==> src/rtl/deb_pkg.sv <==
package deb_pkg;

    localparam int VOICES        = 32;
    // voice numbers are 5 bits wide, so at most 32 voices are served
    localparam int ACTIVE_VOICES = (VOICES > 32) ? 32 : VOICES;
    localparam int IDX_W         = (ACTIVE_VOICES > 1) ? $clog2(ACTIVE_VOICES) : 1;
    localparam int QUEUE_DEPTH   = 2;
    localparam int QPTR_W        = $clog2(QUEUE_DEPTH);
    localparam int QCNT_W        = $clog2(QUEUE_DEPTH + 1);

    localparam logic [21:0] FULL_SCALE = 22'h200000;

    localparam logic [2:0] CMD_TICK    = 3'd0;
    localparam logic [2:0] CMD_VOL_ATK = 3'd1;
    localparam logic [2:0] CMD_VOL_DEC = 3'd2;
    localparam logic [2:0] CMD_MOD_ATK = 3'd3;
    localparam logic [2:0] CMD_MOD_DEC = 3'd4;

    typedef enum logic [2:0] {
        PH_STOP    = 3'd0,
        PH_ATTACK  = 3'd1,
        PH_DECAY   = 3'd2,
        PH_SUSTAIN = 3'd3,
        PH_RELEASE = 3'd4
    } phase_t;

    typedef enum logic [1:0] {
        OP_TICK   = 2'd0,
        OP_ATTACK = 2'd1,
        OP_DECAY  = 2'd2
    } op_kind_t;

    typedef struct packed {
        op_kind_t    kind;
        logic        env_mod;
        logic [4:0]  voice;
        logic [15:0] value;
    } op_t;

    typedef struct packed {
        logic valid;
        op_t  op;
    } push_t;

    typedef struct packed {
        logic valid;
        op_t  op;
    } pop_t;

    typedef enum logic {
        ST_IDLE = 1'b0,
        ST_TICK = 1'b1
    } back_state_t;

    // rates and sustain are kept as the raw 7-bit register fields
    typedef struct packed {
        logic [21:0] level;
        phase_t      phase;
        logic [6:0]  atk;
        logic [6:0]  dec;
        logic [6:0]  rel;
        logic [6:0]  sus;
    } env_t;

    typedef struct packed {
        env_t vol;
        env_t mod;
    } row_t;

endpackage

==> src/rtl/deb_front.sv <==
module deb_front
(
    input  logic           req_valid,
    output logic           req_stall,
    input  logic [2:0]     cmd,
    input  logic [4:0]     voice,
    input  logic [15:0]    value,
    input  logic           q_full,
    output deb_pkg::push_t push
);

    logic           legal;
    logic           voice_ok;
    deb_pkg::op_t   op;

    assign voice_ok = (6'(voice) < 6'(deb_pkg::ACTIVE_VOICES));

    always_comb
    begin
        op.voice   = voice;
        op.value   = value;
        op.kind    = deb_pkg::OP_TICK;
        op.env_mod = 1'b0;
        legal      = 1'b0;
        case (cmd)
            deb_pkg::CMD_TICK:
            begin
                legal = 1'b1;
            end
            deb_pkg::CMD_VOL_ATK:
            begin
                op.kind = deb_pkg::OP_ATTACK;
                legal   = voice_ok;
            end
            deb_pkg::CMD_VOL_DEC:
            begin
                op.kind = deb_pkg::OP_DECAY;
                legal   = voice_ok;
            end
            deb_pkg::CMD_MOD_ATK:
            begin
                op.kind    = deb_pkg::OP_ATTACK;
                op.env_mod = 1'b1;
                legal      = voice_ok;
            end
            deb_pkg::CMD_MOD_DEC:
            begin
                op.kind    = deb_pkg::OP_DECAY;
                op.env_mod = 1'b1;
                legal      = voice_ok;
            end
            default:
            begin
                legal = 1'b0;
            end
        endcase
    end

    // illegal items are taken and dropped
    assign req_stall  = q_full;
    assign push.valid = req_valid && !q_full && legal;
    assign push.op    = op;

endmodule

==> src/rtl/deb_queue.sv <==
module deb_queue
(
    input  logic           clk,
    input  logic           rst_n,
    input  deb_pkg::push_t push,
    output logic           full,
    output deb_pkg::pop_t  head,
    input  logic           pop
);

    deb_pkg::op_t                    entry_reg [deb_pkg::QUEUE_DEPTH];
    logic [deb_pkg::QPTR_W-1:0]      wr_ptr_reg, wr_ptr_next;
    logic [deb_pkg::QPTR_W-1:0]      rd_ptr_reg, rd_ptr_next;
    logic [deb_pkg::QCNT_W-1:0]      count_reg, count_next;
    logic                            do_push;
    logic                            do_pop;

    assign full       = (count_reg == deb_pkg::QCNT_W'(deb_pkg::QUEUE_DEPTH));
    assign do_push    = push.valid && !full;
    assign do_pop     = pop && (count_reg != '0);
    assign head.valid = (count_reg != '0);
    assign head.op    = entry_reg[rd_ptr_reg];

    always_comb
    begin
        wr_ptr_next = wr_ptr_reg;
        rd_ptr_next = rd_ptr_reg;
        count_next  = count_reg;
        if (do_push)
        begin
            wr_ptr_next = (wr_ptr_reg == deb_pkg::QPTR_W'(deb_pkg::QUEUE_DEPTH - 1)) ?
                          '0 : wr_ptr_reg + 1'b1;
        end
        if (do_pop)
        begin
            rd_ptr_next = (rd_ptr_reg == deb_pkg::QPTR_W'(deb_pkg::QUEUE_DEPTH - 1)) ?
                          '0 : rd_ptr_reg + 1'b1;
        end
        if (do_push && !do_pop)
        begin
            count_next = count_reg + 1'b1;
        end
        else if (do_pop && !do_push)
        begin
            count_next = count_reg - 1'b1;
        end
    end

    always_ff @(posedge clk or negedge rst_n)
    begin
        if (!rst_n)
        begin
            wr_ptr_reg <= '0;
            rd_ptr_reg <= '0;
            count_reg  <= '0;
        end
        else
        begin
            wr_ptr_reg <= wr_ptr_next;
            rd_ptr_reg <= rd_ptr_next;
            count_reg  <= count_next;
        end
    end

    always_ff @(posedge clk)
    begin
        if (do_push)
        begin
            entry_reg[wr_ptr_reg] <= push.op;
        end
    end

    a_count_bound: assert property (@(posedge clk) disable iff (!rst_n)
        count_reg <= deb_pkg::QCNT_W'(deb_pkg::QUEUE_DEPTH))
        else $error("queue count above depth");

endmodule

==> src/rtl/deb_back.sv <==
module deb_back
(
    input  logic          clk,
    input  logic          rst_n,
    input  deb_pkg::pop_t head,
    output logic          pop,
    output logic          rsp_valid,
    input  logic          rsp_stall,
    output logic [4:0]    voice_index,
    output logic [21:0]   vol_level,
    output logic [2:0]    vol_phase,
    output logic [21:0]   mod_level,
    output logic [2:0]    mod_phase,
    output logic          last
);

    localparam logic [deb_pkg::IDX_W-1:0] LAST_IDX = deb_pkg::IDX_W'(deb_pkg::ACTIVE_VOICES - 1);

    function automatic deb_pkg::env_t env_step(input deb_pkg::env_t e);
        logic [22:0]   sum;
        logic [22:0]   floor_lvl;
        deb_pkg::env_t r;
        r         = e;
        sum       = {1'b0, e.level} + 23'({e.atk, 6'b0});
        floor_lvl = 23'({e.sus, 14'b0}) + 23'(e.dec);
        case (e.phase)
            deb_pkg::PH_ATTACK:
            begin
                if (sum >= 23'(deb_pkg::FULL_SCALE))
                begin
                    r.level = deb_pkg::FULL_SCALE;
                    r.phase = deb_pkg::PH_DECAY;
                end
                else
                begin
                    r.level = sum[21:0];
                end
            end
            deb_pkg::PH_DECAY:
            begin
                // land on sustain even when that raises the level
                if ({1'b0, e.level} <= floor_lvl)
                begin
                    r.level = 22'({e.sus, 14'b0});
                    r.phase = deb_pkg::PH_SUSTAIN;
                end
                else
                begin
                    r.level = e.level - 22'(e.dec);
                end
            end
            deb_pkg::PH_RELEASE:
            begin
                if (e.level <= 22'(e.rel))
                begin
                    r.level = '0;
                    r.phase = deb_pkg::PH_STOP;
                end
                else
                begin
                    r.level = e.level - 22'(e.rel);
                end
            end
            default:
            begin
                r = e;
            end
        endcase
        return r;
    endfunction

    function automatic deb_pkg::env_t env_write(input deb_pkg::env_t e,
                                                input deb_pkg::op_kind_t kind,
                                                input logic [15:0] w);
        deb_pkg::env_t r;
        r = e;
        if (kind == deb_pkg::OP_ATTACK)
        begin
            r.atk = w[6:0];
            if (!w[15])
            begin
                r.phase = deb_pkg::PH_ATTACK;
            end
        end
        else
        begin
            r.sus = w[14:8];
            if (w[15])
            begin
                r.phase = deb_pkg::PH_RELEASE;
                r.rel   = w[6:0];
            end
            else
            begin
                r.dec = w[6:0];
            end
            if (w[7])
            begin
                r.phase = deb_pkg::PH_STOP;
            end
        end
        return r;
    endfunction

    deb_pkg::row_t                 row_mem [deb_pkg::ACTIVE_VOICES];
    logic [deb_pkg::ACTIVE_VOICES-1:0] row_valid_reg, row_valid_next;

    deb_pkg::back_state_t          state_reg, state_next;
    logic [deb_pkg::IDX_W-1:0]     cnt_reg, cnt_next;

    logic                          rd_en;
    logic [deb_pkg::IDX_W-1:0]     rd_addr;
    deb_pkg::row_t                 rd_data_reg;
    logic                          rd_valid_reg;

    logic                          s1_valid_reg, s1_valid_next;
    logic                          s1_tick_reg, s1_tick_next;
    logic                          s1_last_reg, s1_last_next;
    logic [deb_pkg::IDX_W-1:0]     s1_addr_reg, s1_addr_next;
    deb_pkg::op_t                  s1_op_reg, s1_op_next;
    logic                          s1_adv;
    deb_pkg::row_t                 row_cur;
    deb_pkg::row_t                 row_new;

    logic                          rsp_valid_reg, rsp_valid_next;
    logic [4:0]                    voice_index_reg, voice_index_next;
    logic [21:0]                   vol_level_reg, vol_level_next;
    logic [2:0]                    vol_phase_reg, vol_phase_next;
    logic [21:0]                   mod_level_reg, mod_level_next;
    logic [2:0]                    mod_phase_reg, mod_phase_next;
    logic                          last_reg, last_next;

    // a tick result leaves stage 1 only when the output register can take it
    assign s1_adv = s1_valid_reg && (!s1_tick_reg || !rsp_valid_reg || !rsp_stall);

    // next state
    always_comb
    begin
        state_next = state_reg;
        case (state_reg)
            deb_pkg::ST_IDLE:
            begin
                if (pop && head.op.kind == deb_pkg::OP_TICK)
                begin
                    state_next = deb_pkg::ST_TICK;
                end
            end
            deb_pkg::ST_TICK:
            begin
                if (rd_en && cnt_reg == LAST_IDX)
                begin
                    state_next = deb_pkg::ST_IDLE;
                end
            end
            default:
            begin
                state_next = deb_pkg::ST_IDLE;
            end
        endcase
    end

    // outputs of the sequencer
    always_comb
    begin
        pop     = 1'b0;
        rd_en   = 1'b0;
        rd_addr = cnt_reg;
        cnt_next = cnt_reg;
        case (state_reg)
            deb_pkg::ST_IDLE:
            begin
                pop      = head.valid && !s1_valid_reg;
                rd_en    = pop && (head.op.kind != deb_pkg::OP_TICK);
                rd_addr  = head.op.voice[deb_pkg::IDX_W-1:0];
                cnt_next = pop ? '0 : cnt_reg;
            end
            deb_pkg::ST_TICK:
            begin
                rd_en = !s1_valid_reg || s1_adv;
                if (rd_en && cnt_reg != LAST_IDX)
                begin
                    cnt_next = cnt_reg + 1'b1;
                end
            end
            default:
            begin
                pop = 1'b0;
            end
        endcase
    end

    always_comb
    begin
        s1_valid_next = rd_en ? 1'b1 : (s1_adv ? 1'b0 : s1_valid_reg);
        s1_tick_next  = s1_tick_reg;
        s1_last_next  = s1_last_reg;
        s1_addr_next  = s1_addr_reg;
        s1_op_next    = s1_op_reg;
        if (rd_en)
        begin
            s1_tick_next = (state_reg == deb_pkg::ST_TICK);
            s1_last_next = (cnt_reg == LAST_IDX);
            s1_addr_next = rd_addr;
            s1_op_next   = head.op;
        end
    end

    // never-written rows read as the reset state
    assign row_cur = rd_valid_reg ? rd_data_reg : '0;

    always_comb
    begin
        row_new = row_cur;
        if (s1_tick_reg)
        begin
            row_new.vol = env_step(row_cur.vol);
            row_new.mod = env_step(row_cur.mod);
        end
        else if (s1_op_reg.env_mod)
        begin
            row_new.mod = env_write(row_cur.mod, s1_op_reg.kind, s1_op_reg.value);
        end
        else
        begin
            row_new.vol = env_write(row_cur.vol, s1_op_reg.kind, s1_op_reg.value);
        end
    end

    always_comb
    begin
        row_valid_next = row_valid_reg;
        if (s1_adv)
        begin
            row_valid_next[s1_addr_reg] = 1'b1;
        end
    end

    always_comb
    begin
        rsp_valid_next   = rsp_stall ? rsp_valid_reg : 1'b0;
        voice_index_next = voice_index_reg;
        vol_level_next   = vol_level_reg;
        vol_phase_next   = vol_phase_reg;
        mod_level_next   = mod_level_reg;
        mod_phase_next   = mod_phase_reg;
        last_next        = last_reg;
        if (s1_adv && s1_tick_reg)
        begin
            rsp_valid_next   = 1'b1;
            voice_index_next = 5'(s1_addr_reg);
            vol_level_next   = row_cur.vol.level;
            vol_phase_next   = row_cur.vol.phase;
            mod_level_next   = row_cur.mod.level;
            mod_phase_next   = row_cur.mod.phase;
            last_next        = s1_last_reg;
        end
    end

    always_ff @(posedge clk or negedge rst_n)
    begin
        if (!rst_n)
        begin
            state_reg     <= deb_pkg::ST_IDLE;
            cnt_reg       <= '0;
            s1_valid_reg  <= 1'b0;
            rsp_valid_reg <= 1'b0;
            row_valid_reg <= '0;
            rd_valid_reg  <= 1'b0;
        end
        else
        begin
            state_reg     <= state_next;
            cnt_reg       <= cnt_next;
            s1_valid_reg  <= s1_valid_next;
            rsp_valid_reg <= rsp_valid_next;
            row_valid_reg <= row_valid_next;
            if (rd_en)
            begin
                rd_valid_reg <= row_valid_reg[rd_addr];
            end
        end
    end

    always_ff @(posedge clk)
    begin
        s1_tick_reg     <= s1_tick_next;
        s1_last_reg     <= s1_last_next;
        s1_addr_reg     <= s1_addr_next;
        s1_op_reg       <= s1_op_next;
        voice_index_reg <= voice_index_next;
        vol_level_reg   <= vol_level_next;
        vol_phase_reg   <= vol_phase_next;
        mod_level_reg   <= mod_level_next;
        mod_phase_reg   <= mod_phase_next;
        last_reg        <= last_next;
    end

    // envelope memory: one write-back port, one registered read port
    always_ff @(posedge clk)
    begin
        if (s1_adv)
        begin
            row_mem[s1_addr_reg] <= row_new;
        end
        if (rd_en)
        begin
            rd_data_reg <= row_mem[rd_addr];
        end
    end

    assign rsp_valid   = rsp_valid_reg;
    assign voice_index = voice_index_reg;
    assign vol_level   = vol_level_reg;
    assign vol_phase   = vol_phase_reg;
    assign mod_level   = mod_level_reg;
    assign mod_phase   = mod_phase_reg;
    assign last        = last_reg;

    a_no_rw_clash: assert property (@(posedge clk) disable iff (!rst_n)
        (s1_adv && rd_en) |-> (s1_addr_reg != rd_addr))
        else $error("read and write-back hit the same row");

    a_last_voice: assert property (@(posedge clk) disable iff (!rst_n)
        (rsp_valid_reg && last_reg) |-> (voice_index_reg == 5'(LAST_IDX)))
        else $error("last flag on wrong voice");

    a_s1_hold: assert property (@(posedge clk) disable iff (!rst_n)
        (s1_valid_reg && !s1_adv) |=> (s1_valid_reg && $stable(s1_addr_reg)))
        else $error("stalled stage 1 lost its voice");

endmodule

==> src/rtl/dual_envelope_bank.sv <==
// Two envelope generators (volume and modulation) for each of 32 voices.
// Request channel (req_valid/req_stall, fields cmd, voice, value): a transfer
// with cmd 1..4 writes an attack or decay/sustain word for one envelope of one
// voice; cmd 0 is a tick that steps every envelope once. Unused commands and
// writes to voices out of range are taken and dropped.
// Result channel (rsp_valid/rsp_stall): a tick gives one transfer per voice,
// in voice order, with both levels and phases before that tick's update;
// last marks the final voice. Writes give no result.
// Requests pass through a two-entry queue to a sequencer that, during a
// tick, reads one row of the envelope memory per cycle unless the receiver
// stalls, holds it in stage 1 and writes it back from there. A tick holds the
// sequencer while it takes the tick from the queue, reads each voice in turn
// and writes back the last voice; a write, while it reads and writes one row.
// req_stall rises only while the queue is full.
// When the receiver stalls, the output register holds and the sequencer
// halts on the voice it has read; no result is lost.
// Reset clears every level, phase, rate and sustain to zero (all stopped).
module dual_envelope_bank
(
    input  logic        clk,
    input  logic        rst_n,
    input  logic        req_valid,
    output logic        req_stall,
    input  logic [2:0]  cmd,
    input  logic [4:0]  voice,
    input  logic [15:0] value,
    output logic        rsp_valid,
    input  logic        rsp_stall,
    output logic [4:0]  voice_index,
    output logic [21:0] vol_level,
    output logic [2:0]  vol_phase,
    output logic [21:0] mod_level,
    output logic [2:0]  mod_phase,
    output logic        last
);

    deb_pkg::push_t push;
    deb_pkg::pop_t  head;
    logic           q_full;
    logic           pop;

    deb_front u_front
    (
        .req_valid (req_valid),
        .req_stall (req_stall),
        .cmd       (cmd),
        .voice     (voice),
        .value     (value),
        .q_full    (q_full),
        .push      (push)
    );

    deb_queue u_queue
    (
        .clk   (clk),
        .rst_n (rst_n),
        .push  (push),
        .full  (q_full),
        .head  (head),
        .pop   (pop)
    );

    deb_back u_back
    (
        .clk         (clk),
        .rst_n       (rst_n),
        .head        (head),
        .pop         (pop),
        .rsp_valid   (rsp_valid),
        .rsp_stall   (rsp_stall),
        .voice_index (voice_index),
        .vol_level   (vol_level),
        .vol_phase   (vol_phase),
        .mod_level   (mod_level),
        .mod_phase   (mod_phase),
        .last        (last)
    );

endmodule
==> config.mk <==
export PLATFORM = sky130hd
export DESIGN_NAME = dual_envelope_bank
export DESIGN_NICKNAME = d
export VERILOG_FILES = /design/src/rtl/deb_pkg.sv /design/src/rtl/deb_front.sv /design/src/rtl/deb_queue.sv /design/src/rtl/deb_back.sv /design/src/rtl/dual_envelope_bank.sv
export SDC_FILE = /design/constraint.sdc
export NUM_CORES = 2
export LEC_CHECK = 0
export BUFFER_PORTS_ARGS = -buffer_cell sky130_fd_sc_hd__buf_2
export CORE_MARGIN = 1
export CORE_UTILIZATION = 45
export DETAILED_ROUTE_END_ITERATION = 10
export GPL_ROUTABILITY_DRIVEN = 0
export GPL_TIMING_DRIVEN = 0
export SETUP_SLACK_MARGIN = 0.3
export SYNTH_ARGS = -nofsm -noshare
export SYNTH_HDL_FRONTEND = slang
export SYNTH_SLANG_ARGS = --single-unit
==> constraint.sdc <==
create_clock -name clk -period 7.5 [get_ports clk]
set_input_delay 0.75 -clock clk [delete_from_list [all_inputs] [get_ports clk]]
set_output_delay 0.75 -clock clk [all_outputs]
set_load 0.01 [all_outputs]
==> results.cfg <==
[final_layout]
nets = 8563
largest_reg_flops = 3392
drive_above_1_share = 0.240
mostFrequentLayoutCell = edfxtp_1
layout_common_cells = edfxtp_1, nand2_1, mux4_2
syn2layout_area_growth_pct = 16.1
fin_cells = 13087

[sta]
finClkSkew_ns = 0.0606
report.final.hold_viol_count = 0
rsz0062_at_grt = false
tns_ns = 0
final.period_utilization = 0.959
finalSetupViolCount = 0
max_freq_ghz = 0.139
worst_pin_slew_ns = 1.35
finalMaxSlewViolations = 0
finalCriticalPeriod_ns = 7.19
maxSlewHeadroom = 0.0969
hold_ws_ns = 0.107

[clock_tree]
clock_latency_ns = 0.93
cts.sinks = 3673
cts_buffers = 365
htree_levels = 5
clkTransAtPathRegs_ns = 0.06
clk_path_buf_depth = 4
cts_tree = done
cts_root_buffer = clkbuf_16

[yosys]
ys_warn_count = 0
ys.flop_type = edfxtp_1
ys_seq_area_frac = 0.756
synth_seq_cells = 3673
synth_edf_count = 3628
syn-num-nets = 7827
synth.distinct_cells = 89
synthesis.area_sq_mm = 0.146
netlist_instances = 7740
postSynth.asyncResetShare = 0.0123
avgSynthCellArea_sq_um = 18.8

[power]
power.leakage_nw = 55.4
peakVddDrop_mv = 0.398
p_per_area_mw_per_mm2 = 491

[job]
drv_cap = 0

[die]
io_pins = 86
dieHeight_um = 571
rows = 208
die_area_sq_mm = 0.326
die_w_um = 571
core-area_sq_mm = 0.321
initial_utilization = 0.453

[global_route]
grt_pass1_vias = 79174
grt_overflow = 0
grt_antenna_before_repair = 38
track_usage = 0.259
grt_pass1_wl_um = 594000
grt_max_degree = 53

[routing]
vias_per_cell = 6.12
wl_per_cell_um = 32.3
first_pass_iters = 8
antenna_left = 0
wl_um = 422000
drt_iter0_drc = 10932
num_vias = 80066
drc_errors = 0

[setup_path]
max_stage_delay_ns = 0.54
required_ns = 8.00
cp-end-kind = flip-flop
critPathLaunchType = flip-flop
reg2reg_slack_ns = 0.31
critical_path_class = flip-flop to flip-flop
startpoint = u_back.rd_valid_reg
endpoint = u_back.row_mem[7][50]
cp_common_cell = clkbuf_4
crit_family = buffers and inverters
rr_worst_depth = 20
crit_buf_inv = 11
arrival_ns = 7.69
critical_path.max_fanout = 32
cp_slowest_cell = or4_1
r2r-start = u_back.rd_valid_reg
cp_num_cells = 20
path_cells = buf_4, buf_2, buf_4, clkbuf_4, clkbuf_4, buf_4, clkbuf_4, clkbuf_4, nand2_1, ha_1, clkbuf_1, nand4_1, or4_1, o22ai_1, or3_1, buf_2, buf_2, o22ai_1, o21ai_0, nand3_4
reg2reg_to = u_back.row_mem[7][50]

[place]
dp.cells = 12401
dpl.hpwl_um = 292000
portBuffers = 85

[run_status]
status = completed

[worst_hold_path]
min_path_type = input pin to flip-flop
## layer usage
metal  track usage  up-vias  routed length (um)
met3        0.0516      742               40700
met4        0.0939       20               16300
met1         0.364    42511              168000
met5             0        -                 112
met2         0.403     4220              197000
li1              -    32573                   -
## synthesized netlist by cell type, types with 6 or more instances
cell type  count  area share
xor2_1        21      0.0013
a21oi_1      284      0.0098
and3_1         7     0.00030
o21ai_0      101      0.0035
mux4_2       856        0.13
nand4_1       18     0.00077
nand2_1     1166       0.030
nor2_1       100      0.0026
a22o_1         8     0.00048
o31ai_1       16     0.00083
nand3b_1       8     0.00041
nor3_1        31      0.0011
o21ai_1      110      0.0038
mux2_2        33      0.0026
dfrtp_1       45      0.0077
buf_6         28      0.0022
o211ai_1      15     0.00077
a211o_1        7     0.00042
and2_1        38      0.0016
clkbuf_1     238      0.0061
mux2i_1        7     0.00048
ha_1          55      0.0047
o21a_1        16     0.00083
a21o_1        24      0.0012
edfxtp_1    3628        0.75
nand3_1      356       0.012
buf_4         17     0.00088
or3_1         15     0.00064
nor4_1         6     0.00026
buf_1         70      0.0018
a211oi_1      14     0.00072
buf_2         77      0.0026
o221ai_1      10     0.00060
a22oi_1        6     0.00031
a31oi_1       20     0.00086
inv_1         47      0.0012
xnor2_1       40      0.0024
nand2b_1      18     0.00077
or2_2         43      0.0018
nor2b_1       15     0.00064
o22ai_1       26      0.0011
## power breakdown
part	total, mW	switching, mW	internal, mW
clock network	17.8	7.72	10.1
logic	35.1	23.0	12.0
registers	30.0	0.947	29.1
## layout make-up
class	count	area, sq um
Antenna cell	31	77.6
Buffer	430	2050
Clock buffer	439	9550
Clock inverter	203	1880
Fill cell	25215	153000
Inverter	51	191
Multi-Input combinational cell	3588	34000
Sequential cell	3673	110000
Tap cell	4305	5390
Timing Repair Buffer	367	5720
## metrics by stage
step | worst slack [ns] | utilization | area [sq um] | power (mW)
6_report | 0.310 | 0.525 | 169000 | 82.9
5_1_grt | 0.304 | 0.525 | 169000 | 86.0
4_1_cts | 0.311 | 0.525 | 169000 | 82.9
3_5_place_dp | -1.53 | 0.489 | 157000 | 65.1
3_3_place_gp | -6.19 | 0.471 | 151000 | 63.6
2_1_floorplan | 0.752 | - | 146000 | 50.4
## repair_timing
item                        CTS  global route
buffers inserted              5             0
gates resized for setup      28            15
pin swaps                     4             1
hold endpoints to repair     11             0
hold buffers                  6             0
setup endpoints to repair  1536           737
gates cloned                  1             1
## how the worst min path moves through the flow
stage / end / cells after the start / from
finish: u_queue.entry_reg[1][17] / 1 / voice[1]
global placement: u_back.row_valid_reg[30] / 1 / u_back.row_valid_reg[30]
detailed placement: u_back.row_valid_reg[7] / 1 / u_back.row_valid_reg[7]
CTS: u_queue.entry_reg[1][17] / 1 / voice[1]
global route: u_queue.entry_reg[1][19] / 1 / voice[3]
floorplan: u_back.last / 0 / u_back.s1_last_reg
## cells by family (layout without fill, tap and decap cells)
family / Yosys count / after routing / synth area share
buffers and inverters: 481 / 1490 / 0.0150
DFF: 3673 / 3673 / 0.756
adders and majority gates: 61 / 61 / 0.00542
muxes: 897 / 897 / 0.136
other: 0 / 31 / 0
AOI/OAI and AO/OA: 723 / 724 / 0.0293
and+or+nand+nor: 1844 / 1845 / 0.0546
xor gates and xnor gates: 61 / 61 / 0.00367
(Power assumes the default switching activity.)
